**src/hdl/grid_vertex_normals_macros.svh**
```systemverilog
// Assertion helpers shared by the RTL files.
`ifndef GRID_VERTEX_NORMALS_MACROS_SVH
`define GRID_VERTEX_NORMALS_MACROS_SVH
`ifndef SYNTHESIS
`define GVN_ASSERT(lbl, clk, rst_n, prop) \
  lbl: assert property (@(posedge clk) disable iff (!rst_n) prop) \
    else $error("gvn assertion failed");
`define GVN_ASSERT_NEXT(lbl, clk, rst_n, ante, cons) \
  lbl: assert property (@(posedge clk) disable iff (!rst_n) (ante) |=> (cons)) \
    else $error("gvn assertion failed");
`else
`define GVN_ASSERT(lbl, clk, rst_n, prop)
`define GVN_ASSERT_NEXT(lbl, clk, rst_n, ante, cons)
`endif
`endif

```
**src/hdl/gvn_pkg.sv**
```systemverilog
`timescale 1ns / 1ps
package gvn_pkg;
  localparam int MAX_COLS_DEF = 1024;
  localparam int ROW_W = 16;
  localparam int GCOL_W = 11;
  localparam int OCOL_W = 10;
  localparam int COL_W = 13;
  localparam int CRD_W = 32;
  localparam int NRM_W = 16;
  localparam int CFG_IDX_W = 2;
  localparam int CFG_DW = 16;
  localparam logic [CFG_IDX_W-1:0] REG_GRID_ROWS = 2'd0;
  localparam logic [CFG_IDX_W-1:0] REG_GRID_COLS = 2'd1;
  localparam int EDG_W = 33;
  localparam int PRD_W = 66;
  localparam int ACC_W = 72;
  localparam int SM_W = 30;
  localparam int SUM_W = 62;
  localparam int LEN_W = 31;
  localparam logic [NRM_W-1:0] NRM_ONE = 16'd16384;

  typedef struct packed {
    logic signed [CRD_W-1:0] pos_x;
    logic signed [CRD_W-1:0] pos_y;
    logic signed [CRD_W-1:0] pos_z;
  } vtx_t;

  typedef struct packed {
    logic [ROW_W-1:0]        out_row;
    logic [OCOL_W-1:0]       out_col;
    logic signed [NRM_W-1:0] norm_x;
    logic signed [NRM_W-1:0] norm_y;
    logic signed [NRM_W-1:0] norm_z;
    logic                    degenerate;
    logic                    last_of_item;
  } nrm_t;

  typedef struct packed {
    logic [ROW_W-1:0] row;
    logic [COL_W-1:0] col;
    logic [1:0]       slot;
    logic [ROW_W-1:0] rows_eff;
    logic [COL_W:0]   cols_eff;
    logic             emit_up;
    logic             emit_left;
    logic             emit_self;
  } job_t;

  // cross product term m: {a component, b component}; odd terms are subtracted
  function automatic logic [3:0] xp_sel(input logic [2:0] m);
    logic [3:0] r;
    unique case (m)
      3'd0:    r = {2'd1, 2'd2};
      3'd1:    r = {2'd2, 2'd1};
      3'd2:    r = {2'd2, 2'd0};
      3'd3:    r = {2'd0, 2'd2};
      3'd4:    r = {2'd0, 2'd1};
      3'd5:    r = {2'd1, 2'd0};
      default: r = 4'd0;
    endcase
    return r;
  endfunction
endpackage

```
**src/hdl/gvn_queue.sv**
```systemverilog
`timescale 1ns / 1ps
module gvn_queue (
  input  logic          clk,
  input  logic          rst_n,
  input  logic          push,
  input  gvn_pkg::job_t push_data,
  input  logic          pop,
  output gvn_pkg::job_t pop_data,
  output logic          empty,
  output logic          full
);
  gvn_pkg::job_t ent_r [2];
  logic       wp_r, rp_r;
  logic [1:0] cnt_r;

  assign empty    = (cnt_r == 2'd0);
  assign full     = (cnt_r == 2'd2);
  assign pop_data = ent_r[rp_r];

  always_ff @(posedge clk) begin
    if (push && !full) begin
      ent_r[wp_r] <= push_data;
    end
  end

  always_ff @(posedge clk) begin
    if (!rst_n) begin
      wp_r  <= 1'b0;
      rp_r  <= 1'b0;
      cnt_r <= 2'd0;
    end else begin
      if (push && !full) begin
        wp_r <= ~wp_r;
      end
      if (pop && !empty) begin
        rp_r <= ~rp_r;
      end
      cnt_r <= cnt_r + 2'((push && !full) ? 1 : 0) - 2'((pop && !empty) ? 1 : 0);
    end
  end
endmodule

```
**config.mk**
```make
export PLATFORM = sky130hd
export DESIGN_NAME = gvn_queue
export DESIGN_NICKNAME = d
export VERILOG_FILES = /design/src/hdl/grid_vertex_normals_macros.svh /design/src/hdl/gvn_pkg.sv /design/src/hdl/gvn_queue.sv
export SDC_FILE = /design/constraint.sdc
export NUM_CORES = 1
export LEC_CHECK = 0
export ABC_AREA = 1
export BUFFER_PORTS_ARGS = -buffer_cell sky130_fd_sc_hd__buf_4
export CORE_MARGIN = 5
export CORE_UTILIZATION = 52
export DETAILED_ROUTE_END_ITERATION = 16
export GPL_ROUTABILITY_DRIVEN = 1
export PLACE_DENSITY = 0.83
export SKIP_CTS_REPAIR_TIMING = 1
export SLEW_MARGIN = 20
export SYNTH_ARGS = -nofsm -noshare
export SYNTH_HDL_FRONTEND = slang
export SYNTH_SLANG_ARGS = --single-unit
```
**constraint.sdc**
```tcl
create_clock -name clk -period 5.9 [get_ports clk]
set_clock_uncertainty 0.15 [all_clocks]
set_input_delay 1.18 -clock clk [delete_from_list [all_inputs] [get_ports clk]]
set_output_delay 1.18 -clock clk [all_outputs]
set_load 0.02 [all_outputs]
```
==> results.tsv <==
metric	value	unit
clk_pin_slew	50	ps
track_usage	0.157	
cts_made_buffers	17	
status	complete, no violations	
drt_iter0_drc	110	
synthArstFlopShare	0	
synthTopCellsByArea	edfxtp_1 74%, mux2_4 17%, buf_12 2.3%	
power_frac_comb	0.267	
cts_tree	done	
clock_sinks	133	
fin_crit	3720	ps
ys_warn_count	0	
port_buffers	133	
ys_seq_area_frac	0.763	
synth_top_family_by_area	multiplexers	
overflow	0	
viasPerCell	4.85	
critPathMaxFanout	36	
syn-instance-count	237	
critical_path_class	reg2out	
syn_to_final_growth	32.8	%
drt-total-wl	9130	um
grt_pass1_vias	2744	
ys_top_cells_by_count	128 x edfxtp_1, 60 x mux2_4, 9 x inv_1, 9 x nand2_1, 8 x nor2_1	
drive_above_1_share	0.585	
synth_seq_cells	133	
tightest_slew	942	ps
drc	0	
rsz0062_at_grt	no	
ios	134	
insertion_delay	490	ps
ant_nets	0	
finalCritPeriodShare	0.631	
h-tree-depth	4	
p_int	2360	uW
clockPowerShare	0.336	
fp.dieH	110	um
synth_edf_count	128	
grt_max_degree	37	
finalHoldViolations	0	
pre_cts_ws	2650	ps
ys.flop_type	edfxtp_1	
gp_congestion	0.714	
start_util	0.531	
fp.dieW	110	um
coreArea	9730	um^2
endpoint_kind	output pin	
final_nets	455	
dp_hpwl	6110	um
wl_per_cell	17.2	um
core.rowCount	36	
synth-compound-area-share	0.00194	
netlist.area_leader.share	0.744	
max_freq	0.269	GHz
grt_pass1_wl	13700	um
arrival	2390	ps
hold_path_class	reg2reg	
startpoint_type	register	
yosys.area.top_type	edfxtp_1	
peakVddDrop	0.000335	V
num_vias	2577	
relSlewSlack	0.371	
die_area	12000	um^2
synth.distinct_cells	12	
first_pass_iters	5	
netlist_area	5170	um^2
clk_path_buf_depth	2	
max_cap_violations	0	
p_leak	0.00274	uW
setup_tns	0	ps
critPathRequiredTime	4570	ps
diodes	0	
synth-xor-area-share	0	
drv_slew	0	
p_per_area	470	nW/um^2
whs	363	ps
sequentialPowerShare	0.396	
synth-simple-area-share	0.0153	
synthAdderAreaFrac	0.00484	
setup_ws	2180	ps
synth_area_per_cell	21.8	um^2
clock_tree.root_cell	clkbuf_8	
p_sw_frac	0.270	
yosysMostFrequentCell	edfxtp_1	
p_sw	870	uW
antenna_found_initial	0	
synth_nets	307	
synth_mux_area_frac	0.183	
setup_viol	0	
[final timing paths]
| check | from | to | slack [ps] | depth (start not counted) |
|---|---|---|---|---|
| setup / recovery | register | pop_data[30] | 2180 | 3 |
| hold / removal | rp_r$_SDFFE_PN0P_ | register | 360 | 2 |
| setup reg to reg | cnt_r[0]$_SDFF_PN0_ | ent_r[0][2]$_DFFE_PP_ | 3420 | 5 |
| hold reg to reg | rp_r$_SDFFE_PN0P_ | register | 360 | 2 |
[cell usage in the layout, fill, tap and decap left out, drive strengths merged, types with 3 or more instances in the layout]
| cell type | count |
|---|---|
| dfxtp | 5 |
| bufinv | 5 |
| edfxtp | 128 |
| nor2 | 8 |
| clkinv | 6 |
| nand3 | 3 |
| clkbuf | 17 |
| mux2 | 64 |
| nand2 | 9 |
| clkinvlp | 4 |
| buf | 136 |
| inv | 9 |
[layout make-up]
type	instances	area (um^2)
Tap cell	133	166
Multi-Input combinational cell	88	1070
Clock buffer	17	414
Fill cell	646	2870
Clock inverter	15	211
Inverter	9	33.8
Timing Repair Buffer	136	1020
Sequential cell	133	3950
[power groups by stage]
stage | clock network, uW | logic (uW) | registers (uW)
6_report | 1080 | 863 | 1280
5_1_grt | 1150 | 915 | 1300
4_1_cts | 1110 | 876 | 1280
3_5_place_dp | 0 | 873 | 1300
3_3_place_gp | 0 | 858 | 1290
2_1_floorplan | 0 | 639 | 1250
[cells by family after synthesis]
| group | Yosys count |
|---|---|
| flops | 133 |
| simple gates | 20 |
| buf+inv | 16 |
| compound gates | 2 |
| fa+ha+maj | 2 |
| mux | 64 |
[state kept, by name, indices dropped and copies added (netlist names), named ones only]
| signal | cells |
|---|---|
| ent_r | 128 |
| cnt_r | 2 |
| wp_r | 1 |
| rp_r | 1 |
[stage by stage]
stage               total power, uW  utilization  area, um^2  instances
finish                         3230        0.705        6860        531
detailed placement             2170        0.641        6240        499
global route                   3360        0.705        6860        531
CTS                            3260        0.705        6860        531
global placement               2150        0.641        6240        499
floorplan                      1890            -        5170        237
[per-layer routing]
| metal | up-vias | GRT usage | share of wire |
|---|---|---|---|
| li1 | 1212 | - | - |
| met1 | 1257 | 0.195 | 0.41 |
| met2 | 102 | 0.247 | 0.51 |
| met3 | 6 | 0.0564 | 0.074 |
| met4 | 0 | 0.0695 | 0.0095 |
| met5 | - | 0 | 0 |
[critical path, stage by stage, from the launching register on]
cell	delay, ps
dfxtp_4	780
buf_4	580
mux2_4	350
buf_4	160
(Power assumes the default switching activity.)
