## src/hdl/grid_vertex_normals_macros.svh

```systemverilog
// Assertion helpers shared by the RTL files.
`ifndef GRID_VERTEX_NORMALS_MACROS_SVH
`define GRID_VERTEX_NORMALS_MACROS_SVH
`ifndef SYNTHESIS
`define GVN_ASSERT(lbl, clk, rst_n, prop) \
  lbl: assert property (@(posedge clk) disable iff (!rst_n) prop) \
    else $error("gvn assertion failed");
`define GVN_ASSERT_NEXT(lbl, clk, rst_n, ante, cons) \
  lbl: assert property (@(posedge clk) disable iff (!rst_n) (ante) |=> (cons)) \
    else $error("gvn assertion failed");
`else
`define GVN_ASSERT(lbl, clk, rst_n, prop)
`define GVN_ASSERT_NEXT(lbl, clk, rst_n, ante, cons)
`endif
`endif

```

## src/hdl/gvn_pkg.sv

```systemverilog
`timescale 1ns / 1ps
package gvn_pkg;
  localparam int MAX_COLS_DEF = 1024;
  localparam int ROW_W = 16;
  localparam int GCOL_W = 11;
  localparam int OCOL_W = 10;
  localparam int COL_W = 13;
  localparam int CRD_W = 32;
  localparam int NRM_W = 16;
  localparam int CFG_IDX_W = 2;
  localparam int CFG_DW = 16;
  localparam logic [CFG_IDX_W-1:0] REG_GRID_ROWS = 2'd0;
  localparam logic [CFG_IDX_W-1:0] REG_GRID_COLS = 2'd1;
  localparam int EDG_W = 33;
  localparam int PRD_W = 66;
  localparam int ACC_W = 72;
  localparam int SM_W = 30;
  localparam int SUM_W = 62;
  localparam int LEN_W = 31;
  localparam logic [NRM_W-1:0] NRM_ONE = 16'd16384;

  typedef struct packed {
    logic signed [CRD_W-1:0] pos_x;
    logic signed [CRD_W-1:0] pos_y;
    logic signed [CRD_W-1:0] pos_z;
  } vtx_t;

  typedef struct packed {
    logic [ROW_W-1:0]        out_row;
    logic [OCOL_W-1:0]       out_col;
    logic signed [NRM_W-1:0] norm_x;
    logic signed [NRM_W-1:0] norm_y;
    logic signed [NRM_W-1:0] norm_z;
    logic                    degenerate;
    logic                    last_of_item;
  } nrm_t;

  typedef struct packed {
    logic [ROW_W-1:0] row;
    logic [COL_W-1:0] col;
    logic [1:0]       slot;
    logic [ROW_W-1:0] rows_eff;
    logic [COL_W:0]   cols_eff;
    logic             emit_up;
    logic             emit_left;
    logic             emit_self;
  } job_t;

  // cross product term m: {a component, b component}; odd terms are subtracted
  function automatic logic [3:0] xp_sel(input logic [2:0] m);
    logic [3:0] r;
    unique case (m)
      3'd0:    r = {2'd1, 2'd2};
      3'd1:    r = {2'd2, 2'd1};
      3'd2:    r = {2'd2, 2'd0};
      3'd3:    r = {2'd0, 2'd2};
      3'd4:    r = {2'd0, 2'd1};
      3'd5:    r = {2'd1, 2'd0};
      default: r = 4'd0;
    endcase
    return r;
  endfunction
endpackage

```

## src/hdl/gvn_front.sv

```systemverilog
`timescale 1ns / 1ps
module gvn_front #(
  parameter int MAX_COLS = gvn_pkg::MAX_COLS_DEF
) (
  input  logic                               clk,
  input  logic                               rst_n,
  input  logic                               in_valid,
  output logic                               in_stall,
  input  gvn_pkg::vtx_t                      in_data,
  input  logic                               cfg_we,
  input  logic [gvn_pkg::CFG_IDX_W-1:0]      cfg_idx,
  input  logic [gvn_pkg::CFG_DW-1:0]         cfg_wdata,
  input  logic                               hold,
  output logic                               q_push,
  output gvn_pkg::job_t                      q_job,
  output logic                               ram_we,
  output logic [$clog2(3*MAX_COLS)-1:0]      ram_waddr,
  output logic [3*gvn_pkg::CRD_W-1:0]        ram_wdata
);
  localparam int CW = $clog2(MAX_COLS);
  localparam int AW = $clog2(3*MAX_COLS);

  logic [gvn_pkg::ROW_W-1:0]  rows_r, rows_nxt, row_r, row_nxt, rows_eff;
  logic [gvn_pkg::GCOL_W-1:0] cols_r, cols_nxt;
  logic [CW-1:0]              col_r, col_nxt;
  logic [1:0]                 slot_r, slot_nxt;
  logic [CW:0]                cols_eff;
  logic                       in_acc, last_row, last_col;
  logic [AW-1:0]              base;

  assign in_stall = hold;
  assign in_acc   = in_valid && !in_stall;
  assign rows_eff = (rows_r == '0) ? gvn_pkg::ROW_W'(1) : rows_r;

  always_comb begin
    if (cols_r == '0) begin
      cols_eff = (CW+1)'(1);
    end else if (int'(cols_r) > MAX_COLS) begin
      cols_eff = (CW+1)'(MAX_COLS);
    end else begin
      cols_eff = (CW+1)'(cols_r);
    end
  end

  assign last_row = ({1'b0, row_r} + 17'd1) == {1'b0, rows_eff};
  assign last_col = ({1'b0, col_r} + (CW+1)'(1)) == cols_eff;

  always_comb begin
    row_nxt  = row_r;
    col_nxt  = col_r;
    slot_nxt = slot_r;
    rows_nxt = rows_r;
    cols_nxt = cols_r;
    if (cfg_we) begin
      unique case (cfg_idx)
        gvn_pkg::REG_GRID_ROWS: begin
          rows_nxt = cfg_wdata;
          row_nxt  = '0;
          col_nxt  = '0;
          slot_nxt = '0;
        end
        gvn_pkg::REG_GRID_COLS: begin
          cols_nxt = cfg_wdata[gvn_pkg::GCOL_W-1:0];
          row_nxt  = '0;
          col_nxt  = '0;
          slot_nxt = '0;
        end
        default: ;
      endcase
    end else if (in_acc) begin
      if (last_col) begin
        col_nxt = '0;
        if (last_row) begin
          row_nxt  = '0;
          slot_nxt = '0;
        end else begin
          row_nxt  = row_r + 16'd1;
          slot_nxt = (slot_r == 2'd2) ? 2'd0 : slot_r + 2'd1;
        end
      end else begin
        col_nxt = col_r + CW'(1);
      end
    end
  end

  always_ff @(posedge clk) begin
    if (!rst_n) begin
      rows_r <= gvn_pkg::ROW_W'(1);
      cols_r <= gvn_pkg::GCOL_W'(1);
      row_r  <= '0;
      col_r  <= '0;
      slot_r <= '0;
    end else begin
      rows_r <= rows_nxt;
      cols_r <= cols_nxt;
      row_r  <= row_nxt;
      col_r  <= col_nxt;
      slot_r <= slot_nxt;
    end
  end

  // row r lives in slot r mod 3
  always_comb begin
    unique case (slot_r)
      2'd0:    base = '0;
      2'd1:    base = AW'(MAX_COLS);
      default: base = AW'(2*MAX_COLS);
    endcase
  end

  assign ram_we    = in_acc;
  assign ram_waddr = base + AW'(col_r);
  assign ram_wdata = in_data;

  assign q_push          = in_acc;
  assign q_job.row       = row_r;
  assign q_job.col       = gvn_pkg::COL_W'(col_r);
  assign q_job.slot      = slot_r;
  assign q_job.rows_eff  = rows_eff;
  assign q_job.cols_eff  = (gvn_pkg::COL_W+1)'(cols_eff);
  assign q_job.emit_up   = (row_r != '0);
  assign q_job.emit_left = last_row && (col_r != '0);
  assign q_job.emit_self = last_row && last_col;
endmodule

```

## config.mk

```make
export PLATFORM = sky130hd
export DESIGN_NAME = gvn_front
export DESIGN_NICKNAME = d
export VERILOG_FILES = /design/src/hdl/grid_vertex_normals_macros.svh /design/src/hdl/gvn_pkg.sv /design/src/hdl/gvn_front.sv
export SDC_FILE = /design/constraint.sdc
export NUM_CORES = 1
export LEC_CHECK = 0
export BUFFER_PORTS_ARGS = -buffer_cell sky130_fd_sc_hd__buf_2
export CAP_MARGIN = 20
export CORE_UTILIZATION = 30
export CTS_CLUSTER_SIZE = 8
export DETAILED_ROUTE_END_ITERATION = 8
export PLACE_DENSITY_LB_ADDON = 0.08
export REMOVE_ABC_BUFFERS = 1
export SYNTH_ARGS = -nofsm -noshare
export SYNTH_HDL_FRONTEND = slang
export SYNTH_SLANG_ARGS = --single-unit
```

## constraint.sdc

```tcl
create_clock -name clk -period 5.2 [get_ports clk]
set_input_delay 1.04 -clock clk [delete_from_list [all_inputs] [get_ports clk]]
set_output_delay 1.04 -clock clk [all_outputs]
set_load 0.01 [all_outputs]
```

==> flow_summary_export.csv <==
group,metric,value,unit
sta,slew_violations,0,
setup_path,reg2reg_slack,1.63,ns
floorplanning,die_w,123.6,microns
yosys,syn_avg_cell_area,7.495,sq um
setup_path,path_cells,"ha_1, nand3_1, or4_4, xor2_1, o2111ai_1, nor4b_4, nand3_2, a31oi_1, buf_2",
clock_tree,h-tree-depth,2,
floorplanning,start_util,30.64,%
yosys,post_synth_and_or_nand_nor_area_fraction,25.86,%
grt,overflow,0,
status,outcome,"finished, final reports clean",
floorplanning,dieArea,0.01528,sq mm
yosys,synth_fa_ha_area_share,1.128,%
yosys,synth_cell_types,64,
clock_tree,clock_path_buffers,2,
placed_design,dp.cells,717,
clock_tree,cts_buffers,5,
grt,grt_pass1_wl,33620,microns
drt,drt_iter0_drc,282,
placed_design,portBuffers,95,
yosys,syn-cell-area,0.004437,sq mm
sta,rsz0062_at_grt,"no",
sta,tightest_slew,0.9906,ns
grt,antenna_found_initial,0,
setup_path,slowest_stage,"or4_4",
drt,vias,3976,
finish,layout.nets,665,
hold_path,holdPathStages,2,
floorplanning,io_pins,294,
setup_path,end_kind,"primary output",
floorplanning,die_h,123.6,microns
power,powerDensity,232.5,mW/mm^2
flow_run,drv_cap,0,
setup_path,cp_slowest_stage_delay,0.63,ns
hold_path,hold_path_end,"cols_r[6]",
yosys,muxShareOfSynthArea,1.607,%
grt,grt_pass1_vias,3696,
yosys,synth_area_leaders,"dfxtp_1 (25%), buf_4 (20%), nand2_1 (6.7%)",
yosys,yosysWarnings,0,
yosys,synth_compound_area_share,15.60,%
setup_path,cp_data_required_time,4.16,ns
yosys,synth_most_common_cell,"buf_4",
drt,postRouteAntennaNets,0,
finish,diodes,0,
yosys,synth_top_family_by_area,"simple AND/OR/NAND/NOR gates",
sta,setup_tns,0,ns
yosys,yosysTopAreaCell,"dfxtp_1",
yosys,synth-xor-area-share,5.527,%
power,power.leakage,1.772,nW
sta,clock.fmax,233.7,MHz
yosys,synth_common_cells,"buf_4 (116), nand2_1 (79), dfxtp_1 (55)",
clock_tree,post-cts-setup-buffers,0,
drt,drc,0,
power,vdd_drop_max,0.1222,mV
setup_path,critPathKind,"reg2out",
floorplanning,fp.coreArea,0.01448,sq mm
clock_tree,cts_hold_buf,0,
drt,detail_route.wirelength,26020,microns
clock_tree,cts_resized,0,
sta,setup_viol_count_final,0,
drt,wire_per_inst,35.80,microns
finish,fin_cells,727,
setup_path,worstReg2RegStart,"row_r[0]",
setup_path,cp-start-kind,"register",
clock_tree,clk_pin_slew,0.09,ns
sta,hold_violations,0,
clock_tree,cts_tree,"built",
finish,area.growth.synth_to_final,-3.525,%
setup_path,r2r_cells,10,
drt,dr.pass1.iters,4,
finish,fill_cells,1661,
clock_tree,clk_latency,0.31,ns
sta,post-route-min-period,4.280,ns
setup_path,r2r_end,"row_r[15]",
finish,drive_gt1_share,23.39,%
yosys,synth_edf_count,0,
floorplanning,fp-row-count,44,
grt,gr-usage-all-layers,34.05,%
yosys,synthCells,592,
yosys,yosysSeqAreaShare,24.82,%
placed_design,hpwl,22470,microns
yosys,async_flop_share,0,%
finish,multi_input_area,0.002228,sq mm
grt,grt_max_degree,32,
yosys,synth_ff_type,"dfxtp_1",
sta,slew_headroom,33.72,%
setup_path,cp_max_fo,9,
clock_tree,clock_sinks,55,
setup_path,cp_data_arrival_time,3.24,ns
drt,vias_per_cell,5.469,
yosys,synth-seq-cells,55,
placed_design,globalplace.congestion,0.9875,
yosys,synth_top_area_share,24.82,%
hold_path,min_from,"cols_r[6]",
clock_tree,cts_root_buffer,"clkbuf_16",
hold_path,hp-class,"reg2reg",
sta,period_share,82.30,%
sta,final.setup_skew,0.008477,ns
finish,layout.area.seq,0.001101,sq mm
-- layout by cell type (no fill, tap or decap), types with 10 or more instances in the layout --
| master | instances |
|---|---|
| buf_2 | 96 |
| nand3_1 | 15 |
| a21oi_1 | 28 |
| nor2b_1 | 15 |
| nor2_1 | 33 |
| dfxtp_1 | 55 |
| nand2b_1 | 10 |
| xnor2_1 | 20 |
| o21ai_0 | 13 |
| inv_1 | 15 |
| nor4_1 | 12 |
| nand4_1 | 12 |
| nand2_1 | 79 |
-- sequential cells by signal (all words and copies together), names as in the netlist --
register / count
row_r: 16
slot_r: 2
rows_r: 16
cols_r: 11
col_r: 10
-- cell families after synthesis --
group	count (synthesis)
compound gates	100
xor+xnor	28
fa+ha+maj	4
buf+inv	177
mux	7
other cells	1
simple gates	220
flops	55
-- worst max-delay path, delay by kind of cell, from the launching register on --
| kind | cells | cell delay [ns] |
|---|---|---|
| buffers and inverters | 1 | 0.15 |
| AO/OA/AOI/OAI | 2 | 0.34 |
| adder cells (fa/ha/maj) | 1 | 0.32 |
| AND/OR/NAND/NOR | 4 | 1.51 |
| flip-flops | 1 | 0.45 |
| XOR/XNOR | 1 | 0.16 |
-- metal layers --
metal	up-vias	global-route usage (%)	routed length, microns
li1	1805	-	-
met1	1826	23.81	6468
met2	284	53.92	11710
met3	57	31.78	5331
met4	4	27.03	2322
met5	-	11.81	191
-- report_power, final --
group	leakage (nW)	internal [mW]	switching [mW]
Combinational	1.25	0.0601	0.105
Sequential	0.445	0.429	0.0147
Clock	0.0767	0.187	0.199
Total	1.77	0.677	0.318
-- layout make-up --
type / instances / share of cell area (%)
Tap cell: 184 / 5.379
Clock inverter: 3 / 0.6723
Timing Repair Buffer: 100 / 11.93
Inverter: 15 / 1.315
Sequential cell: 55 / 25.72
Clock buffer: 5 / 2.923
Multi-Input combinational cell: 365 / 52.06
-- per-stage QoR --
step | power [mW] | utilization [%] | setup WS [ns] | hold slack, ns | instance area, sq um
4_1_cts | 1.005 | 29.48 | 0.9265 | 0.4778 | 4268
3_5_place_dp | 0.6171 | 28.41 | 1.270 | 0.4642 | 4114
5_1_grt | 1.041 | 29.56 | 0.7469 | 0.4961 | 4280
6_report | 0.9950 | 29.56 | 0.9202 | 0.4763 | 4280
3_3_place_gp | 0.6184 | 28.41 | 1.347 | 0.4583 | 4114
2_1_floorplan | 0.5449 | - | 1.475 | 0.4390 | 3386
-- worst max-delay path by stage --
| stage | start | end | slack, ns | cells past startpoint |
|---|---|---|---|---|
| after floorplan | row_r[0] | q_job[1] | 1.48 | 8 |
| after global placement | row_r[0] | q_job[1] | 1.35 | 9 |
| after detailed placement | row_r[0] | q_job[1] | 1.27 | 9 |
| after CTS | row_r[0] | q_job[1] | 0.93 | 9 |
| after global routing | row_r[0] | q_job[1] | 0.75 | 9 |
| final | row_r[0] | q_job[1] | 0.92 | 9 |
(Power assumes the default switching activity.)
